<file path="config.mk">
export PLATFORM = sky130hd
export DESIGN_NAME = echo_distance_pd_steer_unit
export DESIGN_NICKNAME = d
export VERILOG_FILES = /design/src/hdl/edps_pkg.sv /design/src/hdl/edps_front.sv /design/src/hdl/edps_queue.sv /design/src/hdl/edps_back.sv /design/src/hdl/echo_distance_pd_steer_unit.sv
export SDC_FILE = /design/constraint.sdc
export NUM_CORES = 2
export LEC_CHECK = 0
export BUFFER_PORTS_ARGS = -buffer_cell sky130_fd_sc_hd__buf_2
export CORE_AREA = 3 3 309 311
export DETAILED_ROUTE_END_ITERATION = 6
export DIE_AREA = 0 0 312 314
export PLACE_DENSITY_LB_ADDON = 0.12
export SLEW_MARGIN = 20
export SYNTH_ARGS = -nofsm -noshare
export SYNTH_HDL_FRONTEND = slang
export SYNTH_SLANG_ARGS = --single-unit
</file>
<file path="constraint.sdc">
create_clock -name clk -period 7.1 [get_ports clk]
set_input_delay 0.355 -clock clk [delete_from_list [all_inputs] [get_ports clk]]
set_output_delay 0.355 -clock clk [all_outputs]
set_load 0.005 [all_outputs]
</file>
<file path="src/hdl/edps_pkg.sv">
// ----------------------------------------------------------------------------
// Echo distance PD steering package
// Shared types, widths and constants for the steering unit and its parts.
// ----------------------------------------------------------------------------
package edps_pkg;

    // Input and result field widths.
    localparam int TICKS_W  = 16;
    localparam int DUTY_W   = 8;
    localparam int WHOLE_W  = 10;
    localparam int CFG_W    = 16;
    localparam int CFG_IDX_W = 3;

    // The distance is floor(ticks * 256 / 116) = floor(ticks * 64 / 29).
    // It is formed as (ticks * RECIP) >> RECIP_SHIFT with RECIP = ceil(2^27 / 29).
    // The reciprocal error (14 / 2^27 per unit) times the largest dividend
    // stays below one, so the quotient is exact for every 16-bit tick count.
    localparam int RECIP_W     = 23;
    localparam logic [RECIP_W-1:0] RECIP = 23'd4628198;
    localparam int PROD_W      = TICKS_W + RECIP_W;
    localparam int RECIP_SHIFT = 21;
    localparam int DIST_W      = PROD_W - RECIP_SHIFT;

    // Signed widths along the correction path (Q8 errors, Q16 products).
    localparam int ERR_W   = 19;
    localparam int DERIV_W = 20;
    localparam int P_W     = CFG_W + 1 + ERR_W;
    localparam int D_W     = CFG_W + 1 + DERIV_W;
    localparam int CORR_W  = D_W + 1;
    localparam int SUM_W   = CORR_W + 1;

    // Decoupling queue between the front and the back.
    localparam int Q_DEPTH = 4;
    localparam int Q_AW    = $clog2(Q_DEPTH);
    localparam int Q_CW    = $clog2(Q_DEPTH + 1);

    // Configuration register indexes.
    typedef enum logic [CFG_IDX_W-1:0] {
        REG_TARGET    = 3'd0,
        REG_PROP_GAIN = 3'd1,
        REG_DERIV_GAIN = 3'd2,
        REG_LEFT_MIN  = 3'd3,
        REG_LEFT_MAX  = 3'd4,
        REG_RIGHT_MIN = 3'd5,
        REG_RIGHT_MAX = 3'd6
    } reg_idx_t;

    // Configuration register file contents.
    typedef struct packed {
        logic [CFG_W-1:0]  target;
        logic [CFG_W-1:0]  prop_gain;
        logic [CFG_W-1:0]  deriv_gain;
        logic [DUTY_W-1:0] left_min;
        logic [DUTY_W-1:0] left_max;
        logic [DUTY_W-1:0] right_min;
        logic [DUTY_W-1:0] right_max;
    } cfg_t;

    // One queued transaction: the Q16 correction and the whole centimetres.
    typedef struct packed {
        logic signed [CORR_W-1:0] corr;
        logic [WHOLE_W-1:0]       whole_cm;
    } q_entry_t;

    // Front-to-queue control.
    typedef struct packed {
        logic push;
        logic full;
    } q_ctrl_t;

    // Clamp a Q16 speed sum to [lo, hi] and floor it to an integer duty.
    // A value below lo gives lo; otherwise a value above hi gives hi.
    function automatic logic [DUTY_W-1:0] clamp_floor(
        input logic signed [SUM_W-1:0] value,
        input logic [DUTY_W-1:0]       lo,
        input logic [DUTY_W-1:0]       hi
    );
        logic signed [SUM_W-1:0] lo_q;
        logic signed [SUM_W-1:0] hi_q;
        lo_q = $signed({{(SUM_W - DUTY_W - 16){1'b0}}, lo, 16'h0000});
        hi_q = $signed({{(SUM_W - DUTY_W - 16){1'b0}}, hi, 16'h0000});
        if (value < lo_q)
        begin
            return lo;
        end
        else if (value > hi_q)
        begin
            return hi;
        end
        else
        begin
            return value[16 +: DUTY_W];
        end
    endfunction

endpackage

</file>
<file path="src/hdl/edps_front.sv">
// ----------------------------------------------------------------------------
// Steering front end
// Accepts echo widths, converts them to distance, forms the error and
// derivative and the PD correction, and pushes the result into the queue.
// ----------------------------------------------------------------------------
module edps_front
    import edps_pkg::*;
(
    input  logic                      clk,
    input  logic                      rst_n,
    input  logic                      in_valid,
    output logic                      in_stall,
    input  logic [TICKS_W-1:0]        echo_ticks,
    input  cfg_t                      cfg,
    input  logic                      q_full,
    output logic                      q_push,
    output q_entry_t                  q_data
);

    logic                       v1_reg;
    logic                       v2_reg;
    logic                       v3_reg;
    logic [PROD_W-1:0]          prod_reg;
    logic signed [ERR_W-1:0]    err_reg;
    logic signed [DERIV_W-1:0]  deriv_reg;
    logic signed [ERR_W-1:0]    prev_err_reg;
    logic signed [ERR_W-1:0]    prev_err_next;
    logic [WHOLE_W-1:0]         whole2_reg;
    logic [WHOLE_W-1:0]         whole3_reg;
    logic signed [P_W-1:0]      p_reg;
    logic signed [D_W-1:0]      d_reg;
    logic                       en;
    logic [DIST_W-1:0]          dist_q8;
    logic signed [ERR_W-1:0]    err_w;
    logic signed [DERIV_W-1:0]  deriv_w;

    // The whole pipeline moves together; it holds only when the last stage
    // has a transaction that the queue cannot take.
    assign en       = !v3_reg || !q_full;
    assign in_stall = !en;
    assign q_push   = v3_reg && !q_full;

    // Stage one result: distance in Q8 centimetres, then error and derivative.
    assign dist_q8 = prod_reg[RECIP_SHIFT +: DIST_W];
    assign err_w   = $signed({{(ERR_W - CFG_W){1'b0}}, cfg.target})
                   - $signed({{(ERR_W - DIST_W){1'b0}}, dist_q8});
    assign deriv_w = $signed({err_w[ERR_W-1], err_w})
                   - $signed({prev_err_reg[ERR_W-1], prev_err_reg});
    assign prev_err_next = v1_reg ? err_w : prev_err_reg;

    // Last stage sums the two products into the correction.
    assign q_data.corr = $signed({{(CORR_W - P_W){p_reg[P_W-1]}}, p_reg})
                       + $signed({{(CORR_W - D_W){d_reg[D_W-1]}}, d_reg});
    assign q_data.whole_cm = whole3_reg;

    // Valid bits and the stored previous error.
    always_ff @(posedge clk or negedge rst_n)
    begin
        if (!rst_n)
        begin
            v1_reg       <= 1'b0;
            v2_reg       <= 1'b0;
            v3_reg       <= 1'b0;
            prev_err_reg <= '0;
        end
        else if (en)
        begin
            v1_reg       <= in_valid;
            v2_reg       <= v1_reg;
            v3_reg       <= v2_reg;
            prev_err_reg <= prev_err_next;
        end
    end

    // Payload stages: reciprocal multiply, subtraction, gain multiplies.
    always_ff @(posedge clk)
    begin
        if (en)
        begin
            prod_reg   <= echo_ticks * RECIP;
            err_reg    <= err_w;
            deriv_reg  <= deriv_w;
            whole2_reg <= dist_q8[DIST_W-1 -: WHOLE_W];
            p_reg      <= $signed({1'b0, cfg.prop_gain}) * err_reg;
            d_reg      <= $signed({1'b0, cfg.deriv_gain}) * deriv_reg;
            whole3_reg <= whole2_reg;
        end
    end

    // An accepted transaction always lands in the first stage.
    a_accept_enters: assert property (@(posedge clk) disable iff (!rst_n)
        (in_valid && !in_stall) |=> v1_reg)
        else $error("accepted transaction did not enter the first stage");

endmodule

</file>
<file path="src/hdl/edps_queue.sv">
// ----------------------------------------------------------------------------
// Steering decoupling queue
// Short FIFO that lets the front end and the back end stall independently.
// ----------------------------------------------------------------------------
module edps_queue
    import edps_pkg::*;
(
    input  logic     clk,
    input  logic     rst_n,
    input  q_ctrl_t  ctrl,
    input  q_entry_t wr_data,
    input  logic     pop,
    output logic     not_empty,
    output logic     full,
    output q_entry_t rd_data
);

    q_entry_t          store [Q_DEPTH];
    logic [Q_AW-1:0]   wr_ptr_reg;
    logic [Q_AW-1:0]   rd_ptr_reg;
    logic [Q_CW-1:0]   count_reg;
    logic [Q_CW-1:0]   count_next;

    assign not_empty = (count_reg != '0);
    assign rd_data   = store[rd_ptr_reg];

    // Full when occupancy reaches the depth.
    assign full = (count_reg == Q_CW'(Q_DEPTH));

    // Occupancy follows pushes and pops.
    always_comb
    begin
        count_next = count_reg;
        if (ctrl.push && !pop)
        begin
            count_next = count_reg + 1'b1;
        end
        else if (!ctrl.push && pop)
        begin
            count_next = count_reg - 1'b1;
        end
    end

    // Pointers and count.
    always_ff @(posedge clk or negedge rst_n)
    begin
        if (!rst_n)
        begin
            wr_ptr_reg <= '0;
            rd_ptr_reg <= '0;
            count_reg  <= '0;
        end
        else
        begin
            if (ctrl.push)
            begin
                wr_ptr_reg <= wr_ptr_reg + 1'b1;
            end
            if (pop)
            begin
                rd_ptr_reg <= rd_ptr_reg + 1'b1;
            end
            count_reg <= count_next;
        end
    end

    // Entry storage.
    always_ff @(posedge clk)
    begin
        if (ctrl.push)
        begin
            store[wr_ptr_reg] <= wr_data;
        end
    end

    // Full flag as seen by the front end.
    assign_full_check: assert property (@(posedge clk) disable iff (!rst_n)
        ctrl.full == (count_reg == Q_CW'(Q_DEPTH)))
        else $error("queue full flag disagrees with occupancy");

    a_no_overflow: assert property (@(posedge clk) disable iff (!rst_n)
        ctrl.push |-> (count_reg != Q_CW'(Q_DEPTH)))
        else $error("push into a full queue");

    a_no_underflow: assert property (@(posedge clk) disable iff (!rst_n)
        pop |-> (count_reg != '0))
        else $error("pop from an empty queue");

endmodule

</file>
<file path="src/hdl/edps_back.sv">
// ----------------------------------------------------------------------------
// Steering back end
// Applies the queued correction to both motor speeds, clamps them and holds
// the result transaction in the output register.
// ----------------------------------------------------------------------------
module edps_back
    import edps_pkg::*;
(
    input  logic                 clk,
    input  logic                 rst_n,
    input  cfg_t                 cfg,
    input  logic                 q_valid,
    input  q_entry_t             q_data,
    output logic                 pop,
    output logic                 out_valid,
    input  logic                 out_stall,
    output logic [DUTY_W-1:0]    left_duty,
    output logic [DUTY_W-1:0]    right_duty,
    output logic [WHOLE_W-1:0]   distance_whole_cm
);

    logic                     out_valid_reg;
    logic [DUTY_W-1:0]        left_speed_reg;
    logic [DUTY_W-1:0]        right_speed_reg;
    logic [DUTY_W-1:0]        left_speed_next;
    logic [DUTY_W-1:0]        right_speed_next;
    logic [WHOLE_W-1:0]       whole_reg;
    logic                     out_ready;
    logic signed [SUM_W-1:0]  corr_ext;
    logic signed [SUM_W-1:0]  left_sum;
    logic signed [SUM_W-1:0]  right_sum;

    // The output register is free when empty or being taken.
    assign out_ready = !out_valid_reg || !out_stall;
    assign pop       = q_valid && out_ready;

    // Speed update: left adds the correction, right subtracts it.
    assign corr_ext  = $signed({q_data.corr[CORR_W-1], q_data.corr});
    assign left_sum  = $signed({{(SUM_W - DUTY_W - 16){1'b0}}, left_speed_reg, 16'h0000})
                     + corr_ext;
    assign right_sum = $signed({{(SUM_W - DUTY_W - 16){1'b0}}, right_speed_reg, 16'h0000})
                     - corr_ext;
    assign left_speed_next  = clamp_floor(left_sum, cfg.left_min, cfg.left_max);
    assign right_speed_next = clamp_floor(right_sum, cfg.right_min, cfg.right_max);

    // The speed state doubles as the duty output.
    always_ff @(posedge clk or negedge rst_n)
    begin
        if (!rst_n)
        begin
            out_valid_reg   <= 1'b0;
            left_speed_reg  <= '0;
            right_speed_reg <= '0;
        end
        else
        begin
            if (out_ready)
            begin
                out_valid_reg <= q_valid;
            end
            if (pop)
            begin
                left_speed_reg  <= left_speed_next;
                right_speed_reg <= right_speed_next;
            end
        end
    end

    // Distance payload of the result transaction.
    always_ff @(posedge clk)
    begin
        if (pop)
        begin
            whole_reg <= q_data.whole_cm;
        end
    end

    assign out_valid         = out_valid_reg;
    assign left_duty         = left_speed_reg;
    assign right_duty        = right_speed_reg;
    assign distance_whole_cm = whole_reg;

    // Every popped entry becomes a visible result transaction.
    a_pop_shows: assert property (@(posedge clk) disable iff (!rst_n)
        pop |=> out_valid_reg)
        else $error("popped entry did not reach the output register");

endmodule

</file>
<file path="src/hdl/echo_distance_pd_steer_unit.sv">
// ----------------------------------------------------------------------------
// Echo distance PD steering unit
// Top level: configuration registers, front end, queue and back end.
// ----------------------------------------------------------------------------
// Each echo width transaction yields one result transaction with both motor
// duties and the whole-centimetre distance. The unit takes one transaction
// per clock cycle when the output is not stalled; a result passes through three
// front-end stages (the reciprocal multiply, the error subtraction and the
// gain multiplies), then the queue and then the output register. The
// per-cycle rate is set by the speed update in the back end, a single add and
// clamp per transaction. A four-entry queue absorbs output stalls before the
// input stalls. Configuration registers may only be written while the unit
// is idle.
// ----------------------------------------------------------------------------
module echo_distance_pd_steer_unit
    import edps_pkg::*;
(
    input  logic                  clk,
    input  logic                  rst_n,
    input  logic                  in_valid,
    output logic                  in_stall,
    input  logic [TICKS_W-1:0]    echo_ticks,
    output logic                  out_valid,
    input  logic                  out_stall,
    output logic [DUTY_W-1:0]     left_duty,
    output logic [DUTY_W-1:0]     right_duty,
    output logic [WHOLE_W-1:0]    distance_whole_cm,
    input  logic                  cfg_wr_en,
    input  logic [CFG_IDX_W-1:0]  cfg_index,
    input  logic [CFG_W-1:0]      cfg_data
);

    cfg_t      cfg_reg;
    q_ctrl_t   q_ctrl;
    q_entry_t  q_wr_data;
    q_entry_t  q_rd_data;
    logic      q_not_empty;
    logic      q_pop;
    logic      q_push;
    logic      q_full;

    // Configuration register file; unknown indexes are ignored.
    always_ff @(posedge clk or negedge rst_n)
    begin
        if (!rst_n)
        begin
            cfg_reg.target     <= 16'd10240;
            cfg_reg.prop_gain  <= 16'd1280;
            cfg_reg.deriv_gain <= 16'd51;
            cfg_reg.left_min   <= 8'd80;
            cfg_reg.left_max   <= 8'd150;
            cfg_reg.right_min  <= 8'd60;
            cfg_reg.right_max  <= 8'd120;
        end
        else if (cfg_wr_en)
        begin
            case (reg_idx_t'(cfg_index))
                REG_TARGET:     cfg_reg.target     <= cfg_data;
                REG_PROP_GAIN:  cfg_reg.prop_gain  <= cfg_data;
                REG_DERIV_GAIN: cfg_reg.deriv_gain <= cfg_data;
                REG_LEFT_MIN:   cfg_reg.left_min   <= cfg_data[DUTY_W-1:0];
                REG_LEFT_MAX:   cfg_reg.left_max   <= cfg_data[DUTY_W-1:0];
                REG_RIGHT_MIN:  cfg_reg.right_min  <= cfg_data[DUTY_W-1:0];
                REG_RIGHT_MAX:  cfg_reg.right_max  <= cfg_data[DUTY_W-1:0];
                default: ;
            endcase
        end
    end

    // Queue control bundle.
    assign q_ctrl = '{push: q_push, full: q_full};

    // Front end: distance, error, derivative and correction.
    edps_front u_front (
        .clk        (clk),
        .rst_n      (rst_n),
        .in_valid   (in_valid),
        .in_stall   (in_stall),
        .echo_ticks (echo_ticks),
        .cfg        (cfg_reg),
        .q_full     (q_full),
        .q_push     (q_push),
        .q_data     (q_wr_data)
    );

    // Decoupling queue; it also reports when it is full.
    edps_queue u_queue (
        .clk       (clk),
        .rst_n     (rst_n),
        .ctrl      (q_ctrl),
        .wr_data   (q_wr_data),
        .pop       (q_pop),
        .not_empty (q_not_empty),
        .full      (q_full),
        .rd_data   (q_rd_data)
    );

    // Back end: speed update, clamping and output register.
    edps_back u_back (
        .clk               (clk),
        .rst_n             (rst_n),
        .cfg               (cfg_reg),
        .q_valid           (q_not_empty),
        .q_data            (q_rd_data),
        .pop               (q_pop),
        .out_valid         (out_valid),
        .out_stall         (out_stall),
        .left_duty         (left_duty),
        .right_duty        (right_duty),
        .distance_whole_cm (distance_whole_cm)
    );

endmodule
</file>
* Yosys cells after proc, flatten, opt, wreduce, memory -nomap -nowiden *
Memory sizes are Yosys's and may differ from the RTL's.
Index checks and enable logic that the tools add are counted.

cells by class
  add/sub/neg operators = 9
  multiply operators = 3
  divide/modulo/power cells = 0
  magnitude comparators = 4
  eq/ne operators = 7
  shifts and indexed selects = 0
  mux-type cells = 8
  bitwise logic cells = 0
  reductions and logical operators = 24

operators with widths
  cell                    count
  $gt 39x25->1            2
  $lt 39x25->1            2
  $add 25x38->39          1
  $sub 25x38->39          1
  $add 36x37->38          1
  $mul 16x22->38 const B  1
  $mul 17x20->37          1
  $mul 17x19->36          1
  $mux 8                  4
  $sub 19x19->20          1
  $sub 16x18->19          1
  $reduce_and 2->1        8
  $eq 3x3->1 const B      4
  $logic_not 1->1         7
  $eq 3x2->1 const B      2
  $mux 3                  2
  $add 2x1->2 const B     2
  $logic_and 1x1->1       4
  $add 3x1->3 const B     1
  $eq 3x1->1 const B      1
  $logic_not 3->1         1
  $reduce_bool 3->1       1
  $sub 3x1->3 const B     1
  $logic_or 1x1->1        2
  other kinds (2)         3

word-level totals
  register bits after elaboration = 306
  latch bits = 0
  memory bits (writable) = 192
  memory bits (read-only) = 0
  input bits = 40
  output and inout port bits = 28
  word-level logic and storage cells = 81
  memories kept = 1

memory list
  memory         words  width  rd ports  clocked after Yosys merged registers in  write ports  RTL line          source
  u_queue.store  4      48     1         0                                        1            edps_queue.sv:18  q_entry_t store [Q_DEPTH];

* Depth between registers and ports, before layout *
  depth after elaboration = 7
  depth in mapped cells = 26
  depth with buffers taken out = 25

* Cells and area by module *
From an unflattened synthesis, not the netlist that was laid out.

unflattened totals
  cells, all modules = 4968
  area, all modules = 52700.5 sq um

by module, submodules not included
  module                       times used  cells each  area each (sq um)  seq. area each (sq um)
  edps_front                   1           4018        38241.7            5054.8
  edps_queue                   1           285         7377.1             5940.7
  edps_back                    1           488         3998.8             725.7
  echo_distance_pd_steer_unit  1           177         3083.0             2029.4

* Worst setup path before layout *
OpenSTA, ideal clock, no wires.

  path kind = reg2reg
  from = reg cfg_reg[51] (netlist name)
  to = reg u_front.p_reg[35], data pin
  library setup time = 260 ps
  arrival = 6190 ps
  data required time = 6840 ps
  slack = 650 ps
  cell stages (with the launch flop) = 23
  buffers on the path = 2
  period minus slack after synthesis = 6450 ps
  path through = dfrtp_1 -> clkbuf_1 -> clkbuf_1 -> nand2_1 -> fa_1 -> fa_1 -> fa_1 -> inv_1 -> fa_1 -> fa_1 -> fa_1 -> ha_1 -> a21o_1 -> a21o_1 -> a21o_1 -> a221o_1 -> o2111ai_1 -> a31oi_1 -> a221oi_1 -> a21oi_1 -> o21a_1 -> nor2_1 -> xnor2_1

between the ends
  longest elaborated chain between the ends = 1

RTL lines
  what                  RTL line                           source
  from (decl)           echo_distance_pd_steer_unit.sv:33  cfg_t cfg_reg;
  $mul 17x19->36        edps_front.sv:84                   p_reg <= $signed({1'b0, cfg.prop_gain}) * err_reg;
  to (signal assigned)  edps_front.sv:84
  to (decl)             edps_front.sv:30                   logic signed [P_W-1:0] p_reg;

Every way passes these cells.
A chain may end at the register's enable or synchronous reset.

* Worst setup path in the final report *
  from = reg u_front.err_reg[7]
  to = reg u_front.p_reg[35], data pin

between the ends
  longest elaborated chain between the ends = 1

RTL lines
  what                    RTL line          source
  from (decl)             edps_front.sv:24  logic signed [ERR_W-1:0] err_reg;
  from (signal assigned)  edps_front.sv:81  err_reg <= err_w;
  $mul 17x19->36          edps_front.sv:84

Every way passes these cells.

==> flow_summary.yaml <==
critical_path:
  critPathKind: "reg2reg"
  cp.required_ns: 7.46
  critical_path_buf_inv_count: 3
  crit_family: "adder cells"
  crit_fanout: 9
  start_kind: "register"
  end_kind: "register"
  crit_start: "u_front.err_reg[7]"
  crit_top_cell: "fa_1"
  critPathSlowestCell: "fa_1"
  rr_startpoint: "u_front.err_reg[7]"
  critPathMaxStageDelay_ns: 0.55
  reg2reg_slack_ns: 0.32
  reg2regPathDepth: 22
  path_cells: "buf_4 -> and2_1 -> fa_1 -> inv_1 -> fa_1 -> fa_1 -> fa_1 -> inv_1 -> fa_1 -> fa_1 -> ha_1 -> a21oi_1 -> o21ai_0 -> a22oi_1 -> a21oi_1 -> o2111ai_2 -> a31oi_1 -> a221oi_2 -> a21oi_1 -> o21a_1 -> nor2_1 -> xnor2_1"
  timing.rr.end: "u_front.p_reg[35]"
  crit_arrival_ns: 7.14
worst_hold_path:
  worstHoldPathType: "in2reg"
  holdPathEnd: "cfg_reg[62]"
  hold-path-cell-count: 2
  hold_path_startpoint: "cfg_data[14]"
route:
  ant_nets: 0
  drt_iter0_drc: 1877
  drtPass1Iterations: 5
  wire_per_inst_um: 19.7
  wl_um: 122000
  vias_per_cell: 5.36
  drc: 0
  vias: 33226
final_layout:
  largest_register_ff_count: 192
  drive_gt1_frac: 0.0875
  fin_util: 0.590
  syn_to_final_growth_pct: 7.97
  fillers: 8041
  fin_nets: 6142
logic_synthesis:
  synth_xor_area_frac: 0.0270
  synth_edf_count: 352
  syn-cell-area_um2: 50900
  synth-compound-area-share: 0.0637
  synth_top_area_share: 0.296
  syn_area_per_cell_um2: 10.6
  yosysSeqAreaShare: 0.270
  synth-simple-area-share: 0.104
  synth_cells: 4794
  synth_cell_types: 82
  synth_warnings: 0
  async_reset_ff_frac: 0.264
  synth_top_area_cell: "fa_1"
  synth.area.mux_share: 0.0352
  yosys_register_bits: 478
  synthAdderAreaFrac: 0.408
  syn_nets: 6043
  synth_top_family_by_area: "adder cells"
  synth_ff_type: "edfxtp_1"
  synth.area.top_cells: "fa_1 30%, edfxtp_1 21%, ha_1 11%"
timing:
  finalSetupViolCount: 0
  tightest_slew_ns: 0.996
  fin_setup_tns_ns: 0
  fin_ws_ns: 0.320
  finClkSkew_ns: 0.0448
  hold_viol_final: 0
  maxSlewHeadroom: 0.331
  whs_ns: 0.0720
  fmax_mhz: 147
  fin_crit_ns: 6.78
  min_period_over_period: 0.955
  rsz0062_at_grt: "no"
  final_max_slew_viol_count: 0
global_route:
  grt_max_degree: 70
  grt_pass1_wl_um: 195000
  grt_antenna_before_repair: 10
  grt_pass1_vias: 34965
  gr-usage-all-layers: 0.257
  overflow: 0
cts:
  cts_buffer_depth: 3
  htree_levels: 2
  clock_sink_count: 478
  clkTransAtPathRegs_ns: 0.06
  numCtsBuffers: 50
  clk_latency_ns: 0.63
  cts_root_buf: "clkbuf_16"
  cts_tree: "built"
placement:
  gp_congestion: 0.916
  io_buffer_count: 67
  place_ws_ns: 0.216
  hpwlAfterDp_um: 101000
floorplan:
  coreArea_um2: 93000
  start_util: 0.547
  die-width_um: 312
  die_h_um: 314
  dieArea_um2: 98000
  ioPinCount: 68
  rows: 112
status:
  outcome: "completed"
flow_run:
  drv_cap: 0
## cell families (layout without fill, tap and decap cells)
family / after synthesis / in the layout
compound gates: 492 / 492
xor+xnor: 157 / 157
fa+ha+maj: 1209 / 1209
buf+inv: 1234 / 1375
flops: 478 / 478
mux: 129 / 129
other cells: 0 / 5
simple gates: 1095 / 1095
## worst max path at each step
stage,to,slack (ns),cells after the start
4_1_cts,u_front.p_reg[35],0.20,20
2_1_floorplan,u_front.p_reg[35],0.65,22
3_3_place_gp,u_front.d_reg[33],0.32,23
3_5_place_dp,u_front.p_reg[35],0.22,20
5_1_grt,u_front.p_reg[35],0.006,22
6_report,u_front.p_reg[35],0.32,22
## placed cells by master, fill, tap and decap left out, types with 8 or more instances in the layout
cell type and count:
edfxtp_1 352, nor4_1 15, nor2b_1 29, nand4_1 16, a21boi_0 9, a21oi_1 120
o21ai_0 104, dfstp_2 22, mux4_2 32, o21a_1 49, and3_1 22, or3_1 15
xor2_1 41, a22oi_1 16, nor3_1 41, a31oi_1 13, ha_1 457, dfrtp_1 98
nand2_1 483, clkinv_2 10, buf_4 105, buf_2 66, inv_1 1105, or2_2 10
a21o_1 54, a211oi_1 10, nor2_1 120, o21bai_1 10, mux2_2 79, nand2b_1 25
o21ai_1 8, fa_1 752, mux2i_1 18, nand3_1 31, o31ai_1 8, and2_1 253
clkbuf_16 50, xnor2_1 116, o211ai_1 14
## metal layers
layer | vias up | GRT usage | part of all wire
li1 | 15382 | - | -
met1 | 16867 | 0.343 | 0.43
met2 | 790 | 0.448 | 0.50
met3 | 183 | 0.0292 | 0.047
met4 | 4 | 0.0722 | 0.030
met5 | - | 0 | 0.00022
## Yosys cell counts (10+ instances only)
cell type	n
inv_1	1106
and3_1	22
a31oi_1	13
xnor2_1	116
a21oi_1	120
and2_1	257
nor3_1	42
nor2_1	120
fa_1	752
ha_1	457
edfxtp_1	352
nor4_1	15
xor2_1	41
mux2_2	79
nand2_1	483
o21a_1	49
mux4_2	32
a21o_1	54
or3_1	15
or2_2	10
nand4_1	16
clkbuf_1	121
a211oi_1	10
a22oi_1	16
nand3_1	32
o21bai_1	10
mux2i_1	18
o21ai_0	104
nand2b_1	25
nor2b_1	29
dfstp_2	22
dfrtp_1	104
o211ai_1	14
## through the flow
step                instances  instance area (µm²)
finish                   6194                54900
global placement         6089                53100
CTS                      6186                54900
detailed placement       6089                53100
floorplan                4794                50900
global route             6189                54900
## layout make-up
cell class              count  area [µm²]  area share
well taps                1254        1570      0.0286
diodes                      5        12.5    0.000228
flip-flops and latches    478       13800       0.250
clock inverters            32         403     0.00733
multi-input cells        3082       32500       0.592
inverters                1106        4160      0.0756
repair buffers            175        1160      0.0211
clock buffers              62        1350      0.0245
## what timing repair did
item,CTS,global route
resized for setup,0,8
hold endpoints to repair,54,0
endpoints found under the setup margin,0,6
hold buffers,3,0
setup buffers,0,3
Power is not shown: default switching activity piles up to over one toggle a cycle in this logic, so the estimate is an artifact.
